**src/rtl/imu_pkg.sv**
```systemverilog
`default_nettype none
package imu_pkg;
  localparam int unsigned DataWidthDef = 32;
  localparam int unsigned ResW = 64;
  localparam int unsigned CmdW = 4;

  typedef enum logic [3:0] {
    CmdAdd = 4'd0, CmdSub = 4'd1, CmdMul = 4'd2, CmdDiv = 4'd3,
    CmdLcm = 4'd4, CmdGcd = 4'd5, CmdPerm = 4'd6, CmdComb = 4'd7,
    CmdFact = 4'd8, CmdPow = 4'd9, CmdLog2 = 4'd10, CmdLogN = 4'd11
  } cmd_e;

  // Sequencer states.
  typedef enum logic [3:0] {
    StIdle, StCheck, StDivRun, StGcdRun, StLcmDiv, StLcmMul, StMulLoop,
    StCombDiv, StPowRun, StLogRun, StFinish, StDone
  } state_e;

  // Datapath operations requested by the sequencer.
  typedef enum logic [3:0] {
    OpNone, OpLoad, OpError, OpInit, OpDivStep, OpGcdStep, OpLcmDivStart,
    OpLcmMul, OpMulStep, OpCombStart, OpPowStep, OpLog2Step, OpLogNStep,
    OpFinish, OpEmit
  } op_e;

  typedef struct packed {
    op_e op;
  } ctrl_t;

  typedef struct packed {
    logic div_busy;
    logic gcd_done;
    logic mul_last;
    logic pow_last;
    logic log_last;
    logic dom_err;
  } stat_t;
endpackage
`default_nettype wire

```
**src/rtl/imu_ctrl.sv**
```systemverilog
`default_nettype none
module imu_ctrl import imu_pkg::*; (
  input  wire logic  clk_i,
  input  wire logic  rst_ni,
  input  wire logic  in_valid_i,
  output logic       in_ready_o,
  input  wire logic [CmdW-1:0] cmd_i,
  output logic       out_valid_o,
  input  wire logic  out_ready_i,
  output ctrl_t      ctrl_o,
  input  wire stat_t stat_i
);
  state_e state_q, state_d;
  logic [CmdW-1:0] cmd_q;
  logic out_valid_q, out_valid_d;

  always_ff @(posedge clk_i or negedge rst_ni) begin
    if (!rst_ni) begin
      state_q     <= StIdle;
      out_valid_q <= 1'b0;
      cmd_q       <= '0;
    end else begin
      state_q     <= state_d;
      out_valid_q <= out_valid_d;
      if (in_valid_i && in_ready_o) cmd_q <= cmd_i;
    end
  end

  assign out_valid_o = out_valid_q;

  always_comb begin
    state_d     = state_q;
    out_valid_d = out_valid_q;
    ctrl_o.op   = OpNone;
    in_ready_o  = 1'b0;
    if (out_valid_q && out_ready_i) out_valid_d = 1'b0;
    unique case (state_q)
      StIdle: begin
        in_ready_o = 1'b1;
        if (in_valid_i) begin
          ctrl_o.op = OpLoad;
          state_d   = StCheck;
        end
      end
      StCheck: begin
        if (stat_i.dom_err) begin
          ctrl_o.op = OpError;
          state_d   = StDone;
        end else begin
          ctrl_o.op = OpInit;
          case (cmd_q) inside
            CmdDiv: state_d = StDivRun;
            CmdGcd, CmdLcm: state_d = StGcdRun;
            CmdPerm, CmdFact, CmdComb: state_d = StMulLoop;
            CmdPow: state_d = StPowRun;
            CmdLog2, CmdLogN: state_d = StLogRun;
            default: state_d = StFinish;
          endcase
        end
      end
      StDivRun: begin
        if (stat_i.div_busy) ctrl_o.op = OpDivStep;
        else state_d = StFinish;
      end
      StGcdRun: begin
        if (!stat_i.gcd_done) ctrl_o.op = OpGcdStep;
        else if (cmd_q == CmdLcm) begin
          ctrl_o.op = OpLcmDivStart; state_d = StLcmDiv;
        end else state_d = StFinish;
      end
      StLcmDiv: begin
        if (stat_i.div_busy) ctrl_o.op = OpDivStep;
        else state_d = StLcmMul;
      end
      StLcmMul: begin ctrl_o.op = OpLcmMul; state_d = StFinish; end
      StMulLoop: begin
        if (!stat_i.mul_last) ctrl_o.op = OpMulStep;
        else if (cmd_q == CmdComb) begin
          ctrl_o.op = OpCombStart; state_d = StCombDiv;
        end else state_d = StFinish;
      end
      StCombDiv: begin
        if (stat_i.div_busy) ctrl_o.op = OpDivStep;
        else state_d = StFinish;
      end
      StPowRun: begin
        if (!stat_i.pow_last) ctrl_o.op = OpPowStep;
        else state_d = StFinish;
      end
      StLogRun: begin
        if (!stat_i.log_last) begin
          ctrl_o.op = (cmd_q == CmdLog2) ? OpLog2Step : OpLogNStep;
        end else state_d = StFinish;
      end
      StFinish: begin ctrl_o.op = OpFinish; state_d = StDone; end
      StDone: begin
        // The output register takes the result only once the previous item has left.
        if (!out_valid_q || out_ready_i) begin
          ctrl_o.op   = OpEmit;
          out_valid_d = 1'b1;
          state_d     = StIdle;
        end
      end
      default: state_d = StIdle;
    endcase
  end
endmodule
`default_nettype wire

```
**config.mk**
```make
export PLATFORM = sky130hd
export DESIGN_NAME = imu_ctrl
export DESIGN_NICKNAME = d
export VERILOG_FILES = /design/src/rtl/imu_pkg.sv /design/src/rtl/imu_ctrl.sv
export SDC_FILE = /design/constraint.sdc
export NUM_CORES = 1
export LEC_CHECK = 0
export BUFFER_PORTS_ARGS = -buffer_cell sky130_fd_sc_hd__clkbuf_2
export CORE_MARGIN = 3
export CORE_UTILIZATION = 35
export DETAILED_ROUTE_END_ITERATION = 12
export GPL_ROUTABILITY_DRIVEN = 0
export SYNTH_ARGS = -nofsm -noshare
export SYNTH_HDL_FRONTEND = slang
export SYNTH_SLANG_ARGS = --single-unit
```
**constraint.sdc**
```tcl
create_clock -name clk_i -period 5.54 [get_ports clk_i]
set_clock_uncertainty 0.05 [all_clocks]
set_input_delay 0.277 -clock clk_i [delete_from_list [all_inputs] [get_ports clk_i]]
set_output_delay 0.277 -clock clk_i [all_outputs]
set_load 0.02 [all_outputs]
```
# Word level (Yosys, flattened, before mapping)
# Index checks and enable logic that the tools add are counted.
[word_totals]
latchBits = 0
mem_bits_ro = 0
mem_count = 0
register_bits = 9
out_inout_bits = 6
ramBits = 0
[op_classes]
n_div = 0
n_bitwise = 0
multipliers = 0
n_reduce_logical = 11
n_mux = 33
n_lt_le_gt_ge = 0
n_eq_ne = 28
n_addsub = 0
shift = 0
[ops]
columns = ["cell", "n"]
rows = [
  ["$mux W4", 19],
  ["$pmux W4 S11", 1],
  ["$pmux W4 S10", 1],
  ["$eq A4 B3 Y1 const B", 8],
  ["$eq A4 B4 Y1 const B", 8],
  ["$ne A2 B2 Y1 const B", 8],
  ["$eq A4 B2 Y1 const B", 3],
  ["$mux W3", 4],
  ["$reduce_and A8 Y1", 1],
  ["$mux W1", 6],
  ["$reduce_or A2 Y1", 3],
  ["$reduce_or A3 Y1", 2],
  ["$eq A4 B1 Y1 const B", 1],
  ["$logic_not A4 Y1", 1],
  ["$mux W2", 2],
  ["$logic_and A1 B1 Y1", 2],
  ["$logic_not A1 Y1", 1],
  ["$logic_or A1 B1 Y1", 1],
]

# Logic depth before layout (Yosys ltp)
# Gate-level depths: netlist of the first run.
[logic_depth]
ltp_word = 9
mapped_depth = 7
depth_no_buf = 5

# Least setup slack after synthesis of the first run
# OpenSTA, ideal clock, no wires.
[synth_path]
path_type = "reg-to-reg"
start = "register state_q[3]"
end = "register state_q[3]"
setup_slack_ns = 3.526
period_less_slack_ns = 2.014
path_stages_with_launch = 6
setup_time_ns = 0.125
arrival_time_ns = 1.838
cell_sequence = "dfrtp_1 > buf_2 > nor4_2 > a2111oi_4 > nand2_2 > mux2_4"
[synth_via]
elab_chain_len = 4
word_cells_on_any_way = 23
classes_between = "19 x eq/ne; 1 x mux; 3 x reduce/logical"
[synth_lines]
columns = ["item", "line", "source"]
rows = [
  ["start, declared", "imu_ctrl.sv:13", "state_e state_q, state_d;"],
  ["start signal, assigned", "imu_ctrl.sv:19", "state_q <= StIdle;"],
  ["start signal, assigned", "imu_ctrl.sv:23", "state_q <= state_d;"],
  ["$eq A4 B3 Y1 / $eq A4 B2 Y1 (equally long branches)", "imu_ctrl.sv:37", "unique case (state_q)"],
  ["$reduce_or A2 Y1 (no source line)", "--", ""],
  ["$ne A2 B2 Y1 (no source line)", "--", ""],
  ["$reduce_and A8 Y1 (no source line)", "--", ""],
]
# Parallel ways exist; a longest one is shown, timed or not.
# A chain may end at the register's enable or synchronous reset.

==> results.json, run 1 <==
{
  "synth-edff-count": 0,
  "fp.dieW_microns": 56.4,
  "ys_ff_latch": 9,
  "ir_drop_uv": 273,
  "grt_max_degree": 23,
  "port_buffers": 19,
  "status": "finished, final reports clean",
  "vias_per_cell": 6.06,
  "whs_path_depth": 2,
  "worst_pin_slew_ns": 0.659,
  "fin_hold_ws_ns": 0.177,
  "wire_per_inst_microns": 14.6,
  "yosys_warnings": 0,
  "setup-tns-final_ns": 0,
  "syn-num-nets": 126,
  "powerDensity_mw_per_mm2": 552,
  "synth_area_sq_um": 890,
  "power_switching_mw": 0.286,
  "drv_cap": 0,
  "clock-sinks": 9,
  "initialDrtViolationCount": 41,
  "cp_cell_sequence": "nand2b_1 > nor4_1 > a21oi_1 > or3b_2 > clkbuf_2",
  "die_area_sq_mm": 0.00318,
  "fp-row-count": 17,
  "fmax_mhz": 390,
  "fin_nets": 143,
  "synth-main-ff-cell": "dfrtp_1",
  "placed_area_sq_um": 976,
  "globalRouteTotalUtil_pct": 14.9,
  "drc": 0,
  "fill_cells": 238,
  "clock_latency_ns": 0.26,
  "cp_top_family": "simple AND/OR/NAND/NOR gates",
  "cts_setup_buffers": 0,
  "fin_crit_sh_pct": 46.3,
  "antenna_found_initial": 0,
  "dp_hpwl_microns": 1730,
  "min_period_ns": 2.57,
  "first_pass_iters": 4,
  "worstPathRequired_ns": 5.21,
  "reg2reg_depth": 5,
  "worst_setup_path_end_kind": "output port",
  "drv_slew": 0,
  "syn2layout_area_growth_pct": 13.8,
  "cts_tree": "yes",
  "io_pins": 20,
  "pwr-share-seq_pct": 31.8,
  "hold_class": "primary input to flop",
  "setup_violations": 0,
  "antenna_cells": 0,
  "hold_violations": 0,
  "regArea_sq_um": 225,
  "synthArstFlopShare_pct": 100,
  "comb_power_share_pct": 59.4,
  "avgSynthCellArea_sq_um": 7.94,
  "hold_path.startpoint": "cmd_i[1]",
  "cts-root-buf": "clkbuf_4",
  "rr_startpoint": "state_q[3]",
  "cp.arrival_ns": 2.24,
  "clk_pin_slew_ns": 0.06,
  "grt_overflow": 0,
  "swShare_pct": 51.1,
  "worstPathMaxFanout": 22,
  "rsz0062_at_grt": "no",
  "synth_seq_area_share_pct": 25.3,
  "num_vias": 945,
  "cpMaxStageDelayCell": "dfrtp_1",
  "drive_gt1_share_pct": 23.4,
  "grt_pass1_vias": 771,
  "leakagePower_nw": 0.421,
  "htreeDepth": 1,
  "wirelength_microns": 2270,
  "cts_made_buffers": 3,
  "start_util_pct": 38.4,
  "max-clock-path-buffers": 2,
  "core_area_sq_mm": 0.00232,
  "multiInputGateArea_sq_um": 606,
  "hold_end": "cmd_q[1]",
  "reg2reg_to": "state_q[3]",
  "power.internal_mw": 0.273,
  "cp_num_buf_inv": 1,
  "antenna_left": 0,
  "grt_pass1_wl_microns": 3800,
  "postSynthCellCount": 112,
  "power.clock.fraction_pct": 8.8,
  "die_h_microns": 56.4,
  "slew_headroom_pct": 56.1,
  "crit_type": "flop to output port",
  "crit_path_start_kind": "flop",
  "ys_types": 40,
  "stdcell_area_sq_mm": 0.00101,
  "r2r_slack_ns": 3.34,
  "timing.critical_path.slowest_cell_delay_ns": 0.76
}
[cell usage in the layout (no fill, tap or decap), drive strengths merged, types with 2 or more instances in the layout]
cell	synthesis	routed
mux2	5	5
nor4	4	4
or4b	2	2
a21oi	12	12
a21o	2	2
o211ai	2	2
o21ai	4	4
clkbuf	0	23
dfrtp	9	9
a31oi	4	4
nand2	9	9
a211oi	2	2
inv	4	4
nor2	15	15
nand3	2	2
nor2b	3	3
nand2b	4	4
nor4b	2	2
nand4	2	2
or3b	2	2
[registers in the layout (all words and copies together), names as in the netlist]
name	flops
out_valid_o	1
state_q	4
cmd_q	4
[how the worst max path moves through the flow]
| stage | start | to | cells past startpoint | slack, ns |
|---|---|---|---|---|
| floorplan | state_q[3] | state_q[3] | 5 | 3.53 |
| global placement | state_q[3] | ctrl_o[3] | 5 | 3.35 |
| detailed placement | state_q[3] | ctrl_o[3] | 5 | 3.24 |
| CTS | state_q[3] | ctrl_o[3] | 5 | 2.97 |
| global route | state_q[3] | ctrl_o[3] | 5 | 2.78 |
| finish | state_q[3] | ctrl_o[3] | 5 | 2.97 |
[logic make-up (layout without fill, tap and decap cells)]
| family | count (synthesis) | count (layout) | share of synthesized area, % |
|---|---|---|---|
| AO/OA/AOI/OAI | 34 | 34 | 27.8 |
| buffers and inverters | 12 | 28 | 6.61 |
| flip-flops | 9 | 9 | 25.3 |
| multiplexers | 5 | 5 | 6.75 |
| AND/OR/NAND/NOR | 52 | 52 | 33.5 |
[Yosys cell counts (2+ instances only)]
master    count  area share, %
a21o_1        2            1.7
nand4_1       2            1.4
nand2b_1      4            2.8
nand3_1       2            1.1
a31oi_1       4            2.8
nor4b_1       2            2.0
buf_2         5            2.8
inv_1         4            1.7
mux2_1        4            5.1
buf_4         2            1.7
a21oi_1      12            6.8
nor4_1        3            2.1
o211ai_1      2            1.7
or3b_2        2            2.0
o21ai_0       4            2.3
nor2b_1       3            2.1
dfrtp_1       9             25
nand2_1       8            3.4
or4b_1        2            2.3
a211oi_1      2            1.7
nor2_1       15            6.3
[per-layer routing]
metal	global-route usage, %	share of wire [%]
met2	21.7	45
met5	0	0
met1	21.1	45
met4	5.08	2.1
met3	3.68	7.0
[through the flow]
stage	cells	utilization (%)	setup slack [ns]	total power, mW
2_1_floorplan	112	-	3.53	0.432
3_3_place_gp	151	42.1	3.35	0.506
3_5_place_dp	151	42.1	3.24	0.510
4_1_cts	156	43.7	2.97	0.563
5_1_grt	156	43.7	2.78	0.610
6_report	156	43.7	2.97	0.559
[cell type report]
type / count / share of cell area, %
Timing Repair Buffer: 20 / 10.4
Tap cell: 28 / 3.46
Inverter: 4 / 1.48
Sequential cell: 9 / 22.2
Clock buffer: 4 / 2.60
Multi-Input combinational cell: 91 / 59.8
[power by group through the flow]
stage | clock network (mW) | logic (mW) | registers, mW
3_3_place_gp | 0 | 0.330 | 0.176
2_1_floorplan | 0 | 0.306 | 0.126
3_5_place_dp | 0 | 0.331 | 0.179
6_report | 0.0490 | 0.332 | 0.178
4_1_cts | 0.0521 | 0.333 | 0.177
5_1_grt | 0.0570 | 0.366 | 0.187
[timing repair]
action | 4_1_cts | 5_1_grt
hold buffers | 1 | 0
hold endpoints to repair | 9 | 0
gates resized for setup | 0 | 0
Note: power is estimated with default switching activity, not from simulation.
==> run 2: changes to the inputs <==
==> constraint.sdc (replaced) <==
create_clock -name clk_i -period 2.3 [get_ports clk_i]
set_clock_uncertainty 0.05 [all_clocks]
set_input_delay 0.115 -clock clk_i [delete_from_list [all_inputs] [get_ports clk_i]]
set_output_delay 0.115 -clock clk_i [all_outputs]
set_load 0.02 [all_outputs]
==> results.json, run 2 (synthesized netlist as in run 1, its figures left out) <==
{
  "status": "finished, final reports clean",
  "ir_drop_uv": 740,
  "drv_cap": 0,
  "max-clock-path-buffers": 2,
  "dp_slack_ns": 0.334,
  "cts-root-buf": "clkbuf_4",
  "reg2reg_depth": 5,
  "antenna_found_initial": 0,
  "io_pins": 20,
  "multiInputGateArea_sq_um": 616,
  "cp.arrival_ns": 1.98,
  "worstPathMaxFanout": 11,
  "start_util_pct": 38.4,
  "cts_tree": "yes",
  "drive_gt1_share_pct": 29.9,
  "core_area_sq_mm": 0.00232,
  "routed-wl-met2_microns": 1120,
  "cp_num_buf_inv": 1,
  "fp-row-count": 17,
  "hold_end": "cmd_q[1]",
  "rsz0062_at_grt": "no",
  "top_layer_used": "met4",
  "hold_class": "primary input to flop",
  "dp_hpwl_microns": 1930,
  "layout_commonest_cell": "clkbuf_2",
  "fin_nets": 149,
  "grt_overflow": 0,
  "whs_path_depth": 2,
  "drv_slew": 0,
  "first_pass_iters": 6,
  "wl_met1_microns": 1090,
  "htreeDepth": 1,
  "r2r_slack_ns": 0.33,
  "grt_pass1_vias": 871,
  "cpMaxStageDelayCell": "dfrtp_1",
  "setup-tns-final_ns": 0,
  "globalRouteTotalUtil_pct": 15.8,
  "reg2reg_to": "state_q[2]",
  "power_mw": 1.43,
  "mostFrequentLayoutCells": "clkbuf_2 (19), nor2_1 (15), a21oi_1 (12), nand2_1 (8), dfrtp_1 (7)",
  "cp_cell_sequence": "nand2_1 > nor2_1 > a21oi_1 > or3b_2 > clkbuf_2",
  "setup_violations": 0,
  "placed_area_sq_mm": 0.00102,
  "antenna_left": 0,
  "die_area_sq_mm": 0.00318,
  "wl_met3_microns": 155,
  "crit_path_start_kind": "flop",
  "fmax_mhz": 467,
  "wire_per_inst_microns": 14.8,
  "hold_violations": 0,
  "regArea_sq_um": 228,
  "worst_pin_slew_ns": 0.598,
  "hold_path.startpoint": "cmd_i[1]",
  "syn2layout_area_growth_pct": 20.3,
  "slew_headroom_pct": 59.8,
  "rr_startpoint": "state_q[0]",
  "num_vias": 948,
  "stdcell_area_sq_mm": 0.00107,
  "powerDensity_mw_per_mm2": 1340,
  "grt_max_degree": 17,
  "clk_pin_slew_ns": 0.06,
  "fill_cells": 243,
  "fp.dieW_microns": 56.4,
  "port_buffers": 19,
  "wirelength_microns": 2400,
  "cts_made_buffers": 3,
  "grt_pass1_wl_microns": 4080,
  "clock-sinks": 9,
  "cp_top_family": "simple AND/OR/NAND/NOR gates",
  "leakagePower_nw": 0.449,
  "timing.critical_path.slowest_cell_delay_ns": 0.50,
  "fin_crit_sh_pct": 93.1,
  "clock_latency_ns": 0.25,
  "initialDrtViolationCount": 26,
  "antenna_cells": 0,
  "min_period_ns": 2.14,
  "worst_setup_path_end_kind": "output port",
  "die_h_microns": 56.4,
  "drc": 0,
  "crit_type": "flop to output port",
  "fin_ws_ns": 0.158,
  "vias_per_cell": 5.85,
  "worstPathRequired_ns": 2.13
}
run 2: worst max-delay path by stage:
stage | startpoint | endpoint | depth (start not counted)
3_5_place_dp | state_q[2] | state_q[2] | 6
3_3_place_gp | state_q[2] | state_q[3] | 6
4_1_cts | cmd_q[0] | ctrl_o[2] | 6
5_1_grt | cmd_q[0] | ctrl_o[2] | 6
2_1_floorplan | state_q[3] | state_q[3] | 5
6_report | state_q[0] | ctrl_o[3] | 5
run 2: layout make-up:
type                       instances  share of cell area [%]
timing repair buffer              26                    14.0
inverter                           4                    1.40
tap                               28                    3.27
multi-input combinational         91                    57.5
sequential                         9                    21.3
clock buffer                       4                    2.46
run 2: power breakdown:
group	internal [mW]	switching (mW)
logic	0.419	0.541
clock network	0.0665	0.0491
registers	0.232	0.123
run 2: what timing repair did:
action                                 4_1_cts  5_1_grt
hold buffers                                 1        0
setup endpoints to repair                    0        2
buffers inserted                             0        0
gates resized for setup                      0        4
endpoints found under the hold margin        9        0
run 2: metrics by stage:
step / util, % / hold slack, ns / std cells
after detailed placement: 44.0 / -0.0670 / 157
after floorplan: - / -0.231 / 112
final: 46.1 / 0.0238 / 162
after global placement: 44.0 / -0.0706 / 157
after global routing: 46.1 / 0.0178 / 162
after CTS: 45.6 / 0.0115 / 162
run 2: worst register-to-register path, stage by stage, from the launching register on:
cell,delay [ns]
dfrtp_1,0.55
or2b_1,0.24
o32ai_2,0.13
a2111oi_4,0.42
nand2_2,0.14
a221o_1,0.31
run 2: routing by layer:
layer | GRT usage, % | vias up
met1 | 21.5 | 431
met2 | 25.4 | 41
li1 | - | 472
met3 | 3.22 | 4
met5 | 0 | -
met4 | 4.41 | 0
